<file path="config.mk">
export PLATFORM = sky130hd
export DESIGN_NAME = csv_field_tokenizer
export DESIGN_NICKNAME = d
export VERILOG_FILES = /design/src/rtl/core/csvft_pkg.sv /design/src/rtl/core/csvft_ram.sv /design/src/rtl/core/csvft_ctrl.sv /design/src/rtl/core/csvft_dpath.sv /design/src/rtl/core/csv_field_tokenizer.sv
export SDC_FILE = /design/constraint.sdc
export NUM_CORES = 1
export LEC_CHECK = 0
export ABC_CLOCK_PERIOD_IN_PS = 6620
export CAP_MARGIN = 20
export CELL_PAD_IN_SITES_DETAIL_PLACEMENT = 1
export CELL_PAD_IN_SITES_GLOBAL_PLACEMENT = 1
export CORE_MARGIN = 5
export CORE_UTILIZATION = 40
export CTS_CLUSTER_DIAMETER = 100
export DETAILED_ROUTE_END_ITERATION = 8
export DONT_BUFFER_PORTS = 1
export PLACE_DENSITY_LB_ADDON = 0.1
export SLEW_MARGIN = 20
export SYNTH_ARGS = -nofsm -noshare
export SYNTH_HDL_FRONTEND = slang
export SYNTH_SLANG_ARGS = --single-unit
</file>
<file path="constraint.sdc">
create_clock -name clock -period 6.62 [get_ports clock]
set_clock_uncertainty 0.1 [all_clocks]
set_input_delay 0.331 -clock clock [delete_from_list [all_inputs] [get_ports clock]]
set_output_delay 0.331 -clock clock [all_outputs]
set_load 0.01 [all_outputs]
</file>
<file path="src/rtl/core/csvft_pkg.sv">
// ----------------------------------------------------------------------------
// CSV field tokenizer package
// Character codes, parser modes, controller states and the command and
// status bundles shared by the tokenizer modules.
// ----------------------------------------------------------------------------
`default_nettype none

package csvft_pkg;

   localparam int WS_DEPTH_DEFAULT = 32;

   localparam logic [7:0] CHAR_COMMA   = 8'h2C;
   localparam logic [7:0] CHAR_NEWLINE = 8'h0A;
   localparam logic [7:0] CHAR_QUOTE   = 8'h22;
   localparam logic [7:0] CHAR_SPACE   = 8'h20;
   localparam logic [7:0] CHAR_TAB     = 8'h09;

   typedef enum logic [2:0] {
      MODE_LINE  = 3'd0,
      MODE_SKIP  = 3'd1,
      MODE_UNQ   = 3'd2,
      MODE_QUO   = 3'd3,
      MODE_QSEEN = 3'd4,
      MODE_DISC  = 3'd5
   } mode_type;

   typedef enum logic {
      ST_ACCEPT = 1'b0,
      ST_FLUSH  = 1'b1
   } ctrl_state_type;

   typedef struct packed {
      logic accept;
      logic emit;
   } cmd_type;

   typedef struct packed {
      logic slot_free;
      logic needs_flush;
      logic flush_last;
   } status_type;

   function automatic logic is_ws(input logic [7:0] c);
      return (c == CHAR_SPACE) || (c == CHAR_TAB);
   endfunction

   function automatic logic is_delim(input logic [7:0] c);
      return (c == CHAR_COMMA) || (c == CHAR_NEWLINE);
   endfunction

endpackage

`default_nettype wire

</file>
<file path="src/rtl/core/csvft_ram.sv">
// ----------------------------------------------------------------------------
// Generic RAM
// Single write port and single read port with a registered read.
// ----------------------------------------------------------------------------
`default_nettype none

module csvft_ram #(
   parameter int WIDTH = 8,
   parameter int DEPTH = 32
) (
   input  logic                                     clock,
   input  logic                                     wr_en,
   input  logic [((DEPTH > 1) ? $clog2(DEPTH) : 1)-1:0] wr_addr,
   input  logic [WIDTH-1:0]                         wr_data,
   input  logic [((DEPTH > 1) ? $clog2(DEPTH) : 1)-1:0] rd_addr,
   output logic [WIDTH-1:0]                         rd_data
);

   logic [WIDTH-1:0] mem_ff [DEPTH];
   logic [WIDTH-1:0] rd_data_ff;

   always_ff @(posedge clock) begin
      if (wr_en) begin
         mem_ff[wr_addr] <= wr_data;
      end
      rd_data_ff <= mem_ff[rd_addr];
   end

   assign rd_data = rd_data_ff;

endmodule

`default_nettype wire

</file>
<file path="src/rtl/core/csvft_ctrl.sv">
// ----------------------------------------------------------------------------
// CSV field tokenizer controller
// Decides when an input transaction is taken and sequences the replay of
// buffered whitespace ahead of the byte that ends it.
// ----------------------------------------------------------------------------
`default_nettype none

module csvft_ctrl (
   input  logic                   clock,
   input  logic                   reset,
   input  logic                   req_valid,
   output logic                   req_ready,
   input  csvft_pkg::status_type  status,
   output csvft_pkg::cmd_type     cmd
);

   import csvft_pkg::*;

   ctrl_state_type state_ff;
   ctrl_state_type state_in;

   always_ff @(posedge clock) begin
      if (reset) begin
         state_ff <= ST_ACCEPT;
      end else begin
         state_ff <= state_in;
      end
   end

   always_comb begin
      state_in   = state_ff;
      req_ready  = 1'b0;
      cmd.accept = 1'b0;
      cmd.emit   = 1'b0;
      case (state_ff)
         ST_ACCEPT: begin
            req_ready  = status.slot_free;
            cmd.accept = req_valid && status.slot_free;
            if (cmd.accept && status.needs_flush) begin
               state_in = ST_FLUSH;
            end
         end
         ST_FLUSH: begin
            cmd.emit = status.slot_free;
            if (cmd.emit && status.flush_last) begin
               state_in = ST_ACCEPT;
            end
         end
         default: begin
            state_in = ST_ACCEPT;
         end
      endcase
   end

endmodule

`default_nettype wire

</file>
<file path="src/rtl/core/csvft_dpath.sv">
// ----------------------------------------------------------------------------
// CSV field tokenizer datapath
// Parser mode, whitespace buffer with its fill count, overflow flag and the
// result register.
// ----------------------------------------------------------------------------
`default_nettype none

module csvft_dpath #(
   parameter int WS_DEPTH = csvft_pkg::WS_DEPTH_DEFAULT
) (
   input  logic                   clock,
   input  logic                   reset,
   input  csvft_pkg::cmd_type     cmd,
   output csvft_pkg::status_type  status,
   input  logic [7:0]             req_in_byte,
   input  logic                   req_stream_end,
   input  logic                   rsp_ready,
   output logic                   rsp_valid,
   output logic [7:0]             rsp_out_byte,
   output logic                   rsp_has_byte,
   output logic                   rsp_field_end,
   output logic                   rsp_ws_overflow,
   output logic                   rsp_last
);

   import csvft_pkg::*;

   localparam int CNT_W     = $clog2(WS_DEPTH + 1);
   localparam int AW        = (WS_DEPTH > 1) ? $clog2(WS_DEPTH) : 1;
   localparam int RAM_DEPTH = 1 << AW;

   mode_type         mode_ff, mode_in;
   logic [CNT_W-1:0] count_ff, count_in;
   logic             ovf_ff, ovf_in;
   logic [CNT_W-1:0] idx_ff, idx_in;
   logic [7:0]       held_ff, held_in;

   logic             rsp_valid_ff, rsp_valid_in;
   logic [7:0]       rsp_byte_ff, rsp_byte_in;
   logic             rsp_has_ff, rsp_has_in;
   logic             rsp_fend_ff, rsp_fend_in;
   logic             rsp_ovf_ff, rsp_ovf_in;
   logic             rsp_last_ff, rsp_last_in;

   logic             wr_en;
   logic [AW-1:0]    wr_addr;
   logic [AW-1:0]    rd_addr;
   logic [7:0]       rd_data;

   logic             c_ws, c_delim, c_quote;
   logic             do_close;
   logic             res_load;
   logic [7:0]       res_byte;
   logic             res_has, res_fend, res_last;
   logic [CNT_W-1:0] idx_next;
   mode_type         close_mode;

   csvft_ram #(
      .WIDTH (8),
      .DEPTH (RAM_DEPTH)
   ) u_ws_ram (
      .clock   (clock),
      .wr_en   (wr_en),
      .wr_addr (wr_addr),
      .wr_data (req_in_byte),
      .rd_addr (rd_addr),
      .rd_data (rd_data)
   );

   always_comb begin
      c_ws       = is_ws(req_in_byte);
      c_delim    = is_delim(req_in_byte);
      c_quote    = (req_in_byte == CHAR_QUOTE);
      close_mode = (req_in_byte == CHAR_COMMA) ? MODE_SKIP : MODE_LINE;
      idx_next   = idx_ff + 1'b1;

      status.slot_free   = !rsp_valid_ff || rsp_ready;
      status.needs_flush = !req_stream_end && (mode_ff == MODE_UNQ) && !c_delim &&
                           !c_ws && (count_ff != '0);
      status.flush_last  = (idx_ff == count_ff);

      mode_in  = mode_ff;
      count_in = count_ff;
      ovf_in   = ovf_ff;
      idx_in   = idx_ff;
      held_in  = held_ff;
      wr_en    = 1'b0;
      wr_addr  = count_ff[AW-1:0];
      rd_addr  = idx_ff[AW-1:0];
      do_close = 1'b0;
      res_load = 1'b0;
      res_byte = '0;
      res_has  = 1'b0;
      res_fend = 1'b0;
      res_last = 1'b1;

      if (cmd.accept) begin
         if (req_stream_end) begin
            case (mode_ff)
               MODE_SKIP, MODE_UNQ, MODE_QUO, MODE_QSEEN, MODE_DISC: begin
                  res_load = 1'b1;
                  res_fend = 1'b1;
               end
               default: begin
               end
            endcase
            mode_in  = MODE_LINE;
            count_in = '0;
            ovf_in   = 1'b0;
         end else begin
            case (mode_ff)
               MODE_UNQ: begin
                  if (c_delim) begin
                     do_close = 1'b1;
                  end else if (c_ws) begin
                     if (count_ff < CNT_W'(WS_DEPTH)) begin
                        wr_en    = 1'b1;
                        count_in = count_ff + 1'b1;
                     end else begin
                        ovf_in = 1'b1;
                     end
                  end else if (count_ff != '0) begin
                     held_in = req_in_byte;
                     idx_in  = '0;
                     rd_addr = '0;
                  end else begin
                     res_load = 1'b1;
                     res_has  = 1'b1;
                     res_byte = req_in_byte;
                  end
               end
               MODE_QUO: begin
                  if (c_quote) begin
                     mode_in = MODE_QSEEN;
                  end else begin
                     res_load = 1'b1;
                     res_has  = 1'b1;
                     res_byte = req_in_byte;
                  end
               end
               MODE_QSEEN: begin
                  if (c_quote) begin
                     res_load = 1'b1;
                     res_has  = 1'b1;
                     res_byte = req_in_byte;
                     mode_in  = MODE_QUO;
                  end else if (c_delim) begin
                     do_close = 1'b1;
                  end else begin
                     mode_in = MODE_DISC;
                  end
               end
               MODE_DISC: begin
                  if (c_delim) begin
                     do_close = 1'b1;
                  end
               end
               default: begin
                  if (c_ws) begin
                     mode_in = (mode_ff == MODE_SKIP) ? MODE_SKIP : MODE_LINE;
                  end else if (c_delim) begin
                     do_close = 1'b1;
                  end else if (c_quote) begin
                     mode_in = MODE_QUO;
                  end else begin
                     res_load = 1'b1;
                     res_has  = 1'b1;
                     res_byte = req_in_byte;
                     mode_in  = MODE_UNQ;
                  end
               end
            endcase
         end
      end else if (cmd.emit) begin
         res_load = 1'b1;
         res_has  = 1'b1;
         if (status.flush_last) begin
            res_byte = held_ff;
            count_in = '0;
         end else begin
            res_byte = rd_data;
            res_last = 1'b0;
            idx_in   = idx_next;
            rd_addr  = idx_next[AW-1:0];
         end
      end

      if (do_close) begin
         res_load = 1'b1;
         res_fend = 1'b1;
         mode_in  = close_mode;
         count_in = '0;
         ovf_in   = 1'b0;
      end

      rsp_valid_in = rsp_valid_ff;
      rsp_byte_in  = rsp_byte_ff;
      rsp_has_in   = rsp_has_ff;
      rsp_fend_in  = rsp_fend_ff;
      rsp_ovf_in   = rsp_ovf_ff;
      rsp_last_in  = rsp_last_ff;
      if (res_load) begin
         rsp_valid_in = 1'b1;
         rsp_byte_in  = res_byte;
         rsp_has_in   = res_has;
         rsp_fend_in  = res_fend;
         rsp_ovf_in   = ovf_ff;
         rsp_last_in  = res_last;
      end else if (rsp_ready) begin
         rsp_valid_in = 1'b0;
      end
   end

   always_ff @(posedge clock) begin
      if (reset) begin
         mode_ff      <= MODE_LINE;
         count_ff     <= '0;
         ovf_ff       <= 1'b0;
         rsp_valid_ff <= 1'b0;
      end else begin
         mode_ff      <= mode_in;
         count_ff     <= count_in;
         ovf_ff       <= ovf_in;
         rsp_valid_ff <= rsp_valid_in;
      end
   end

   always_ff @(posedge clock) begin
      idx_ff      <= idx_in;
      held_ff     <= held_in;
      rsp_byte_ff <= rsp_byte_in;
      rsp_has_ff  <= rsp_has_in;
      rsp_fend_ff <= rsp_fend_in;
      rsp_ovf_ff  <= rsp_ovf_in;
      rsp_last_ff <= rsp_last_in;
   end

   assign rsp_valid       = rsp_valid_ff;
   assign rsp_out_byte    = rsp_byte_ff;
   assign rsp_has_byte    = rsp_has_ff;
   assign rsp_field_end   = rsp_fend_ff;
   assign rsp_ws_overflow = rsp_ovf_ff;
   assign rsp_last        = rsp_last_ff;

endmodule

`default_nettype wire

</file>
<file path="src/rtl/core/csv_field_tokenizer.sv">
// ----------------------------------------------------------------------------
// CSV field tokenizer
// The req channel takes one CSV byte per transaction, or an end-of-stream
// mark when req_stream_end is high. The rsp channel returns the text of each
// field one byte per transaction, then a transaction with rsp_field_end set.
// rsp_last marks the final response caused by one request; a request may
// cause none. Leading blanks are skipped, trailing blanks dropped, quoted
// fields keep commas and newlines and collapse doubled quotes.
// Outside a blank replay, a response appears in the result register the cycle
// after its request is taken, so one byte per cycle is sustained while the
// receiver keeps up. A byte that ends a run of buffered blanks is taken in a
// step that starts reading the blank buffer RAM; then each buffered blank and
// the byte itself are sent, and req_ready stays low until the byte is out.
// A new request is taken while the last response waits, as long as the
// result register is being emptied in the same cycle; a stalled receiver
// holds req_ready low. Reset returns the parser to the start of a line with
// an empty blank buffer and no pending response; no clearing pass is needed.
// ----------------------------------------------------------------------------
`default_nettype none

module csv_field_tokenizer #(
   parameter int WS_DEPTH = csvft_pkg::WS_DEPTH_DEFAULT
) (
   input  logic       clock,
   input  logic       reset,
   input  logic       req_valid,
   output logic       req_ready,
   input  logic [7:0] req_in_byte,
   input  logic       req_stream_end,
   output logic       rsp_valid,
   input  logic       rsp_ready,
   output logic [7:0] rsp_out_byte,
   output logic       rsp_has_byte,
   output logic       rsp_field_end,
   output logic       rsp_ws_overflow,
   output logic       rsp_last
);

   import csvft_pkg::*;

   cmd_type    cmd;
   status_type status;

   csvft_ctrl u_ctrl (
      .clock     (clock),
      .reset     (reset),
      .req_valid (req_valid),
      .req_ready (req_ready),
      .status    (status),
      .cmd       (cmd)
   );

   csvft_dpath #(
      .WS_DEPTH (WS_DEPTH)
   ) u_dpath (
      .clock           (clock),
      .reset           (reset),
      .cmd             (cmd),
      .status          (status),
      .req_in_byte     (req_in_byte),
      .req_stream_end  (req_stream_end),
      .rsp_ready       (rsp_ready),
      .rsp_valid       (rsp_valid),
      .rsp_out_byte    (rsp_out_byte),
      .rsp_has_byte    (rsp_has_byte),
      .rsp_field_end   (rsp_field_end),
      .rsp_ws_overflow (rsp_ws_overflow),
      .rsp_last        (rsp_last)
   );

endmodule

`default_nettype wire

</file>
# Word-level counts from Yosys, hierarchy flattened
# Memory sizes are Yosys's and may differ from the RTL's. A register that Yosys moved wholly into a read port is not among the register bits.
# Index checks and enable logic that the tools add are counted.
# totals
mem_bits_rw	256
regBits	38
n_memories	1
# mem_list
name	words	word_bits	read_ports	rd_ports_with_merged_regs	wr	line_no	source
u_dpath.u_ws_ram.mem_ff	32	8	1	1	1	csvft_ram.sv:19	logic [WIDTH-1:0] mem_ff [DEPTH];
# classes
n_reduce_logical	30
n_mux	93
bitwise_logic	5
addsub	2
n_lt_le_gt_ge	1
eq_ne	27
# op_table
op	count
2-to-1 mux 6 bit	16
2-to-1 mux 8 bit	11
2-to-1 mux 1 bit	45
2-to-1 mux 5 bit	8
one-hot mux 8 bit (4 select lines)	1
== test 8 x 6 -> 1 bit (second input constant)	3
2-to-1 mux 3 bit	8
== test 8 x 4 -> 1 bit (second input constant)	2
adder 6 x 1 -> 6 bit (second input constant)	2
!= test 2 bit (second input constant)	6
AND reduction 6 bit	2
nonzero test 2 bit	6
AND reduction 5 bit	2
!= test 3 x 2 -> 1 bit (second input constant)	3
one-hot mux 3 bit (3 select lines)	1
logical AND 1 bit	7
AND reduction 7 bit	1
== test 3 x 2 -> 1 bit (second input constant)	2
== test 3 bit (second input constant)	2
== test 6 bit	1
less-than comparator 6 bit (second input constant)	1
!= test 6 x 5 -> 1 bit (second input constant)	1
nonzero test 6 bit	1
OR reduction 2 bit	3
other kinds (13)	23

# Depth between registers and ports, before layout
# Gate-level depths: netlist of the first run.
# depth
ltp_word	9
depth_mapped	13
depth_no_buf	10

# By module
# From an unflattened synthesis of the first run, not the netlist that was laid out.
# unflattened
cells_unflattened	678
hier_area_um2	12485.7
# by_module_without_submodules
module	cells_per_inst	instances	area_per_inst_um2	seq_area_each_um2
csvft_ram	417	1	10053.4	7847.5
csvft_dpath	255	1	2376.0	1001.0
csvft_ctrl	6	1	56.3	20.0

# Least setup slack after synthesis of the first run
# No wires, ideal clock.
# synth_path
path_type	input to register
from	input req_in_byte[0]
to	register u_dpath.rsp_fend_ff (netlist: u_dpath.rsp_field_end) (enable)
cell_stages	8
slack_ps	3589
setup_ps	398
t_arrival_ps	2533
path_buffers	1
t_required_ps	6122
path_cell_list	and3b_1 -> o211ai_2 -> and3_1 -> buf_2 -> a22oi_1 -> o31ai_1 -> a21oi_1 -> o21ai_0
# synth_via
elab_chain_len	8
elab_cells_between_ends	23
cone_classes	eq/ne (5); mux (16); reduce/logical (2)
# synth_rtl
item	line_no	source
start: declaration	csv_field_tokenizer.sv:28	input logic [7:0] req_in_byte,
== test 8 x 6 -> 1 bit, or another cell as far along	csvft_dpath.sv:73	c_quote = (req_in_byte == CHAR_QUOTE);
2-to-1 mux 1 bit, or another cell as far along	csvft_dpath.sv:133, csvft_dpath.sv:163	
2-to-1 mux 1 bit, on equally long branches	-	
2-to-1 mux 1 bit, on equally long branches	csvft_dpath.sv:159, csvft_dpath.sv:113, csvft_dpath.sv:142	
one-hot mux 1 bit (4 select lines) / one-hot mux 1 bit (3 select lines) (equally long branches)	csvft_dpath.sv:111	case (mode_ff)
2-to-1 mux 1 bit	csvft_dpath.sv:98	if (req_stream_end) begin
2-to-1 mux 1 bit	csvft_dpath.sv:97	if (cmd.accept) begin
2-to-1 mux 1 bit (*)	csvft_dpath.sv:188	if (do_close) begin
named net u_dpath.res_load	csvft_dpath.sv:52	logic res_load;
end signal: assignment	csvft_dpath.sv:233	rsp_fend_ff <= rsp_fend_in;
end: declaration	csvft_dpath.sv:41	logic rsp_fend_ff, rsp_fend_in;
# Mark *: on every way through the listed nets, which the timed path passes. The rest lies on a longest branch.
# A chain may end at the register's enable or synchronous reset.

# Final worst setup path of the first run
# layout_path
from	register u_dpath.count_ff[3]
to	register u_dpath.u_ws_ram.rd_data_ff[2] (netlist: u_dpath.u_ws_ram.rd_data[2]), read port of u_dpath.u_ws_ram.mem_ff
# layout_via
elab_chain_len	7
elab_cells_between_ends	10
cone_classes	eq/ne (1); mux (8); reduce/logical (1)
# layout_rtl
item	line_no	source
start: declaration	csvft_dpath.sv:33	logic [CNT_W-1:0] count_ff, count_in;
start signal: assignment	csvft_dpath.sv:222	count_ff <= count_in;
nonzero test 6 bit	csvft_dpath.sv:122	end else if (count_ff != '0) begin
2-to-1 mux 5 bit	csvft_dpath.sv:122	
2-to-1 mux 5 bit	csvft_dpath.sv:115	end else if (c_ws) begin
2-to-1 mux 5 bit	csvft_dpath.sv:113	if (c_delim) begin
2-to-1 mux 5 bit	csvft_dpath.sv:111	
2-to-1 mux 5 bit	csvft_dpath.sv:98	
2-to-1 mux 5 bit (*)	csvft_dpath.sv:97	
end: declaration	csvft_ram.sv:20	logic [WIDTH-1:0] rd_data_ff;
# Mark *: on every way between the ends. The rest lies on a longest branch, timed or not.

==> out/results.txt, run 1 <==
Status - complete, no violations
Nets@finish - 1165
Worst Setup End Kind - register
Critical path buffers and inverters - 0
Post-CTS Setup Bufs - 0
Fin Setup TNS - 0 ns
Ranking of synthesized cells by area - edfxtp_1, mux2i_1, nand2_1
Core Rows - 68
Routability cong. - 0.895
Post-synth top flop - edfxtp_1
Leak - 5.30 nW
Synthesized area per cell - 12.1 µm²
Filler-free cell count of the finished design - 1627
Top cell type's share of synthesized area - 60.3%
Clock Root Buffer - clkbuf_16
R2r setup slk - 2.08 ns
Capture point of the worst reg-to-reg path - u_dpath.u_ws_ram.rd_data[2]
Slew Limit Headroom - 26.9%
Post-placement cell count - 1555
Syn Std Cell Area - 0.0140 mm²
Initial Util - 40.5%
Distinct cells, synth - 69
Critical path peak fanout - 20
Slowest CP cell - nor4b_2
Fin. max-slew vios - 0
Pre-CTS WS - 2.22 ns
Worst skew pair latency - 0.52 ns
Worst Hold Class - input pin to register
DR top layer - met4
Fin crit period - 4.54 ns
Slew @ Worst Pin - 1.09 ns
Worst Setup Start Kind - register
Critical path type - register to register
Share of post-route cells with drive strength above 1 - 9.39%
Critical path's top delay family - simple AND/OR/NAND/NOR gates
Vias - 9841
Hold Slack - 0.0384 ns
Post-synth EDFFs - 282
Mapped Cells - 1160
First-pass GRT wire length - 67200 µm
Async SR Flop Fraction - 0%
Number of cells on the worst hold path - 3
Final WS setup - 2.08 ns
Commonest non-fill, non-tap cell in the layout - edfxtp_1
Vias in the first global route - 9917
Worst hold path endpoint - u_dpath.mode_ff[0]
Met2 WL - 21700 µm
Pre-antenna DRT Iters - 5
Post-synthesis sequential area ratio - 63.2%
Full die area - 0.0389 mm²
Grt ovf - 0
H-tree Lvls - 2
R2R depth - 8
Routed WL - 45800 µm
Tot GR Track Use - 23.1%
DRT antenna net count - 0
Worst vdd ir - 0.169 mV
#FFs+latches synth - 302
# setup viols final - 0
Drt drc - 0
Synthesized Nets - 1178
TritonCTS Buffers - 34
Initial antenna violation count - 2
Tcrit/Tclk final - 68.6%
Port Buf Inserts - 0
Floorplan core area - 0.0346 mm²
Largest net degree at the start of global routing - 84
CTS tree - yes
Vias/cell - 6.05
# resized after CTS - 0
Hold wc startpoint - req_in_byte[5]
Most frequent cells in the layout - edfxtp_1, nand2_1, nor2_1, mux2i_1, nand3_1
1st-iter DRT viols - 772
Dpl hpwl - 27400 µm
Deepest clock path buffer count - 3
N_diodes - 0
WL met3 - 2970 µm
Layout area overhead - 11.6%
Reg clk slew, reported paths - 0.06 ns
Synth warn - 0
CP Data Required Time - 6.87 ns
Metal-1 WL - 20000 µm
CP Cell Sequence - or3_1 > nor3b_2 > nand2b_1 > o22ai_2 > nor4b_2 > o31ai_1 > o2111ai_1 > a2111oi_1
Hold Buf Count CTS - 11
Wirelength per Cell - 28.1 µm
Cell taking the most area after synthesis - edfxtp_1
RSZ-0062 raised after global routing - no
Fmax - 0.220 GHz
Critical path arrival - 4.79 ns
R2r startpoint - u_dpath.count_ff[3]
# clock sinks - 302
Fin. Hold Viols - 0
Die height - 197 µm
Final Util - 45.2%
Max stage delay on crit path - 0.99 ns
Pwr/cell area - 258 mW/mm²
DIE WIDTH - 197 µm
# Max-Cap Violations - 0
Boundary pin count - 27
## worst max-delay path by stage
stage / startpoint / end / slack, ns / cells past startpoint
after CTS: u_dpath.count_ff[3] / u_dpath.u_ws_ram.rd_data[2] / 2.23 / 8
final: u_dpath.count_ff[3] / u_dpath.u_ws_ram.rd_data[2] / 2.08 / 8
after global routing: u_dpath.count_ff[3] / u_dpath.u_ws_ram.rd_data[4] / 1.88 / 8
after floorplan: req_in_byte[0] / u_dpath.rsp_field_end / 3.59 / 8
after global placement: u_dpath.count_ff[2] / u_dpath.u_ws_ram.rd_data[4] / 2.29 / 8
after detailed placement: u_dpath.count_ff[3] / u_dpath.u_ws_ram.rd_data[2] / 2.22 / 8
## metal layers
metal	GRT usage, %	vias up
li1	-	4427
met5	0	-
met2	37.8	292
met3	4.90	62
met4	5.93	0
met1	31.7	5060
## metrics by stage
| step | power, mW | area, µm² |
|---|---|---|
| after floorplan | 2.19 | 14000 |
| after global placement | 2.21 | 14400 |
| after detailed placement | 2.21 | 14400 |
| after CTS | 4.08 | 15700 |
| after global routing | 4.17 | 15700 |
| final | 4.04 | 15700 |
## cell usage after synthesis (3+ instances only)
library cell,number
a2111oi_1,8
a211oi_1,18
a21oi_1,27
a221oi_1,9
a22oi_1,4
a31oi_1,31
and2_1,5
and3_1,47
buf_2,25
buf_4,5
clkbuf_1,44
dfxtp_1,20
edfxtp_1,282
ha_1,5
inv_1,17
mux2_2,11
mux2i_1,59
nand2_1,156
nand2b_1,6
nand3_1,50
nand3b_1,3
nand4_1,4
nor2_1,59
nor2b_1,5
nor3_1,47
nor3b_1,3
nor4_1,4
o2111ai_1,8
o211a_1,11
o211ai_1,20
o21ai_0,46
o22ai_1,10
o311ai_0,7
o31a_1,7
o31ai_1,23
or2_2,3
or3_1,17
xnor2_1,8
xor2_1,5
## area by class of cell
cell class / count / area, µm²
Clock buffer: 43 / 948
Sequential cell: 302 / 8870
Fill cell: 3530 / 19000
Inverter: 19 / 71.3
Clock inverter: 18 / 115
Timing Repair Buffer: 27 / 310
Multi-Input combinational cell: 763 / 4780
Tap cell: 455 / 569
## worst reg2reg max path, stage by stage (launching register included)
cell and delay, ns:
dfxtp_1 0.45, or3_1 0.51, nor3b_2 0.36, nand2b_1 0.85, o22ai_2 0.53, nor4b_2 0.99, o31ai_1 0.23, o2111ai_1 0.22
a2111oi_1 0.12
## cells by family after synthesis
group	Yosys count	synth area share [%]
AO/OA/AOI/OAI	249	12.6
adder cells (fa/ha/maj)	5	0.446
AND/OR/NAND/NOR	425	14.8
multiplexers	70	5.09
XOR/XNOR	14	0.927
flip-flops	302	63.2
buffers and inverters	95	2.90
## power breakdown
group	leakage [nW]	total, mW	internal (mW)	switching [mW]
registers	2.71	2.10	2.09	0.00776
clock network	0.520	1.82	1.05	0.769
logic	2.07	0.119	0.0337	0.0855
## state kept, by name, indices dropped and copies added (netlist names), 3 cells and up
| register | cells |
|---|---|
| u_dpath.u_ws_ram.mem_ff | 256 |
| u_dpath.held_ff | 8 |
| u_dpath.rsp_out_byte | 8 |
| u_dpath.u_ws_ram.rd_data | 8 |
| u_dpath.count_ff | 6 |
| u_dpath.idx_ff | 6 |
| u_dpath.mode_ff | 3 |
Power figures use the tool's default switching activity.
==> inputs of run 2 (changes only) <==
--- a/config.mk
+++ b/config.mk
@@ -5,7 +5,7 @@
 export SDC_FILE = /design/constraint.sdc
 export NUM_CORES = 1
 export LEC_CHECK = 0
-export ABC_CLOCK_PERIOD_IN_PS = 6620
+export ABC_CLOCK_PERIOD_IN_PS = 4700
 export CAP_MARGIN = 20
 export CELL_PAD_IN_SITES_DETAIL_PLACEMENT = 1
 export CELL_PAD_IN_SITES_GLOBAL_PLACEMENT = 1
==> constraint.sdc (replaced) <==
create_clock -name clock -period 4.7 [get_ports clock]
set_clock_uncertainty 0.1 [all_clocks]
set_input_delay 0.235 -clock clock [delete_from_list [all_inputs] [get_ports clock]]
set_output_delay 0.235 -clock clock [all_outputs]
set_load 0.01 [all_outputs]
==> out/results.txt, run 2 (synthesis results as in run 1) <==
Status - complete, no violations
Max stage delay on crit path - 0.86 ns
Max reg flops - 256
Initial Util - 40.5%
CP Data Required Time - 4.97 ns
RSZ-0062 raised after global routing - no
Full die area - 0.0389 mm²
Final WS setup - 0.540 ns
Drt drc - 0
Worst Setup Start Kind - register
First-pass GRT wire length - 66900 µm
Area after DPL - 0.0145 mm²
Pre-antenna DRT Iters - 5
Design Area, Final - 0.0159 mm²
Area occupied by multi-input gates - 0.00478 mm²
Hold Buf Count CTS - 21
H-tree Lvls - 2
Vias in the first global route - 9976
Final Power - 5.75 mW
Die height - 197 µm
Register area - 0.00887 mm²
# clock sinks - 302
Floorplan core area - 0.0346 mm²
CP Cell Sequence - or3_1 > nor3b_2 > nor3_2 > a22oi_2 > buf_4 > nor4b_2 > o31ai_1 > o2111ai_1 > a2111oi_1
Slew Limit Headroom - 32.8%
# resized after CTS - 0
Worst Setup End Kind - register
Reg clk slew, reported paths - 0.06 ns
DIE WIDTH - 197 µm
Layout fillers - 3512
Critical path peak fanout - 31
Tot GR Track Use - 23.2%
Critical path arrival - 4.43 ns
Core Rows - 68
Slowest CP cell - nor4b_2
Pre-CTS WS - 0.678 ns
Critical path type - register to register
Layout area overhead - 13.4%
Port Buf Inserts - 0
Slew @ Worst Pin - 1.00 ns
TritonCTS Buffers - 36
Leak - 5.41 nW
Routed WL - 46000 µm
Vias - 10.0k
CTS tree - yes
Routability cong. - 0.883
Largest Register - u_dpath.u_ws_ram.mem_ff
Fin. max-slew vios - 0
Worst Hold Class - input pin to register
Worst skew pair latency - 0.53 ns
Vias/cell - 6.06
# Max-Cap Violations - 0
Fin crit period - 4.16 ns
Fin Setup TNS - 0 ns
Most frequent cells in the layout - edfxtp_1, nand2_1, nor2_1, mux2i_1, nand3_1
Share of post-route cells with drive strength above 1 - 9.97%
DRT antenna net count - 0
Worst vdd ir - 0.301 mV
Initial antenna violation count - 4
Tcrit/Tclk final - 88.5%
Largest net degree at the start of global routing - 105
Dpl hpwl - 27600 µm
Hold Slack - 0.0251 ns
Critical path buffers and inverters - 1
Fin. Hold Viols - 0
Deepest clock path buffer count - 3
# setup viols final - 0
Boundary pin count - 27
1st-iter DRT viols - 815
Nets@finish - 1189
Wirelength per Cell - 27.8 µm
Fmax - 0.240 GHz
Grt ovf - 0
Commonest non-fill, non-tap cell in the layout - edfxtp_1
Post-CTS Setup Bufs - 0
Clock Root Buffer - clkbuf_16
Critical path's top delay family - simple AND/OR/NAND/NOR gates
Pwr/cell area - 361 mW/mm²
## run 2: layer usage
layer | vias up | wire length (µm) | GRT usage (%)
met3 | 70 | 2610 | 3.68
li1 | 4482 | - | -
met5 | - | 8 | 0
met1 | 5158 | 21000 | 34.0
met4 | 2 | 1180 | 6.86
met2 | 300 | 21100 | 35.7
## run 2: power by group
group / total [mW] / leakage [nW] / internal (mW) / switching, mW
clock: 2.61 / 0.526 / 1.53 / 1.08
combinational: 0.180 / 2.18 / 0.0541 / 0.126
sequential: 2.96 / 2.71 / 2.95 / 0.0116
## run 2: area by class of cell
cell class	instances	area share, %
Clock buffer	49	6.24
Timing Repair Buffer	49	3.30
Clock inverter	12	0.582
Multi-Input combinational cell	763	30.1
Tap cell	455	3.58
Inverter	19	0.448
Antenna cell	3	0.0472
Sequential cell	302	55.7
## run 2: stage by stage
step / instances / utilization (%)
final: 1652 / 45.9
after global routing: 1649 / 45.9
after CTS: 1649 / 45.9
after detailed placement: 1567 / 42.0
after global placement: 1567 / 42.0
after floorplan: 1160 / -
## run 2: path summary, 6_finish.rpt
path,startpoint,to,slack [ns],cells after the start
hold reg to reg,u_dpath.ovf_ff,u_dpath.rsp_ws_overflow,0.36,0
setup reg to reg,u_dpath.count_ff[3],u_dpath.u_ws_ram.rd_data[3],0.54,9
setup / recovery,u_dpath.count_ff[3],u_dpath.u_ws_ram.rd_data[3],0.54,9
hold / removal,rsp_ready,u_dpath.rsp_valid,0.03,2
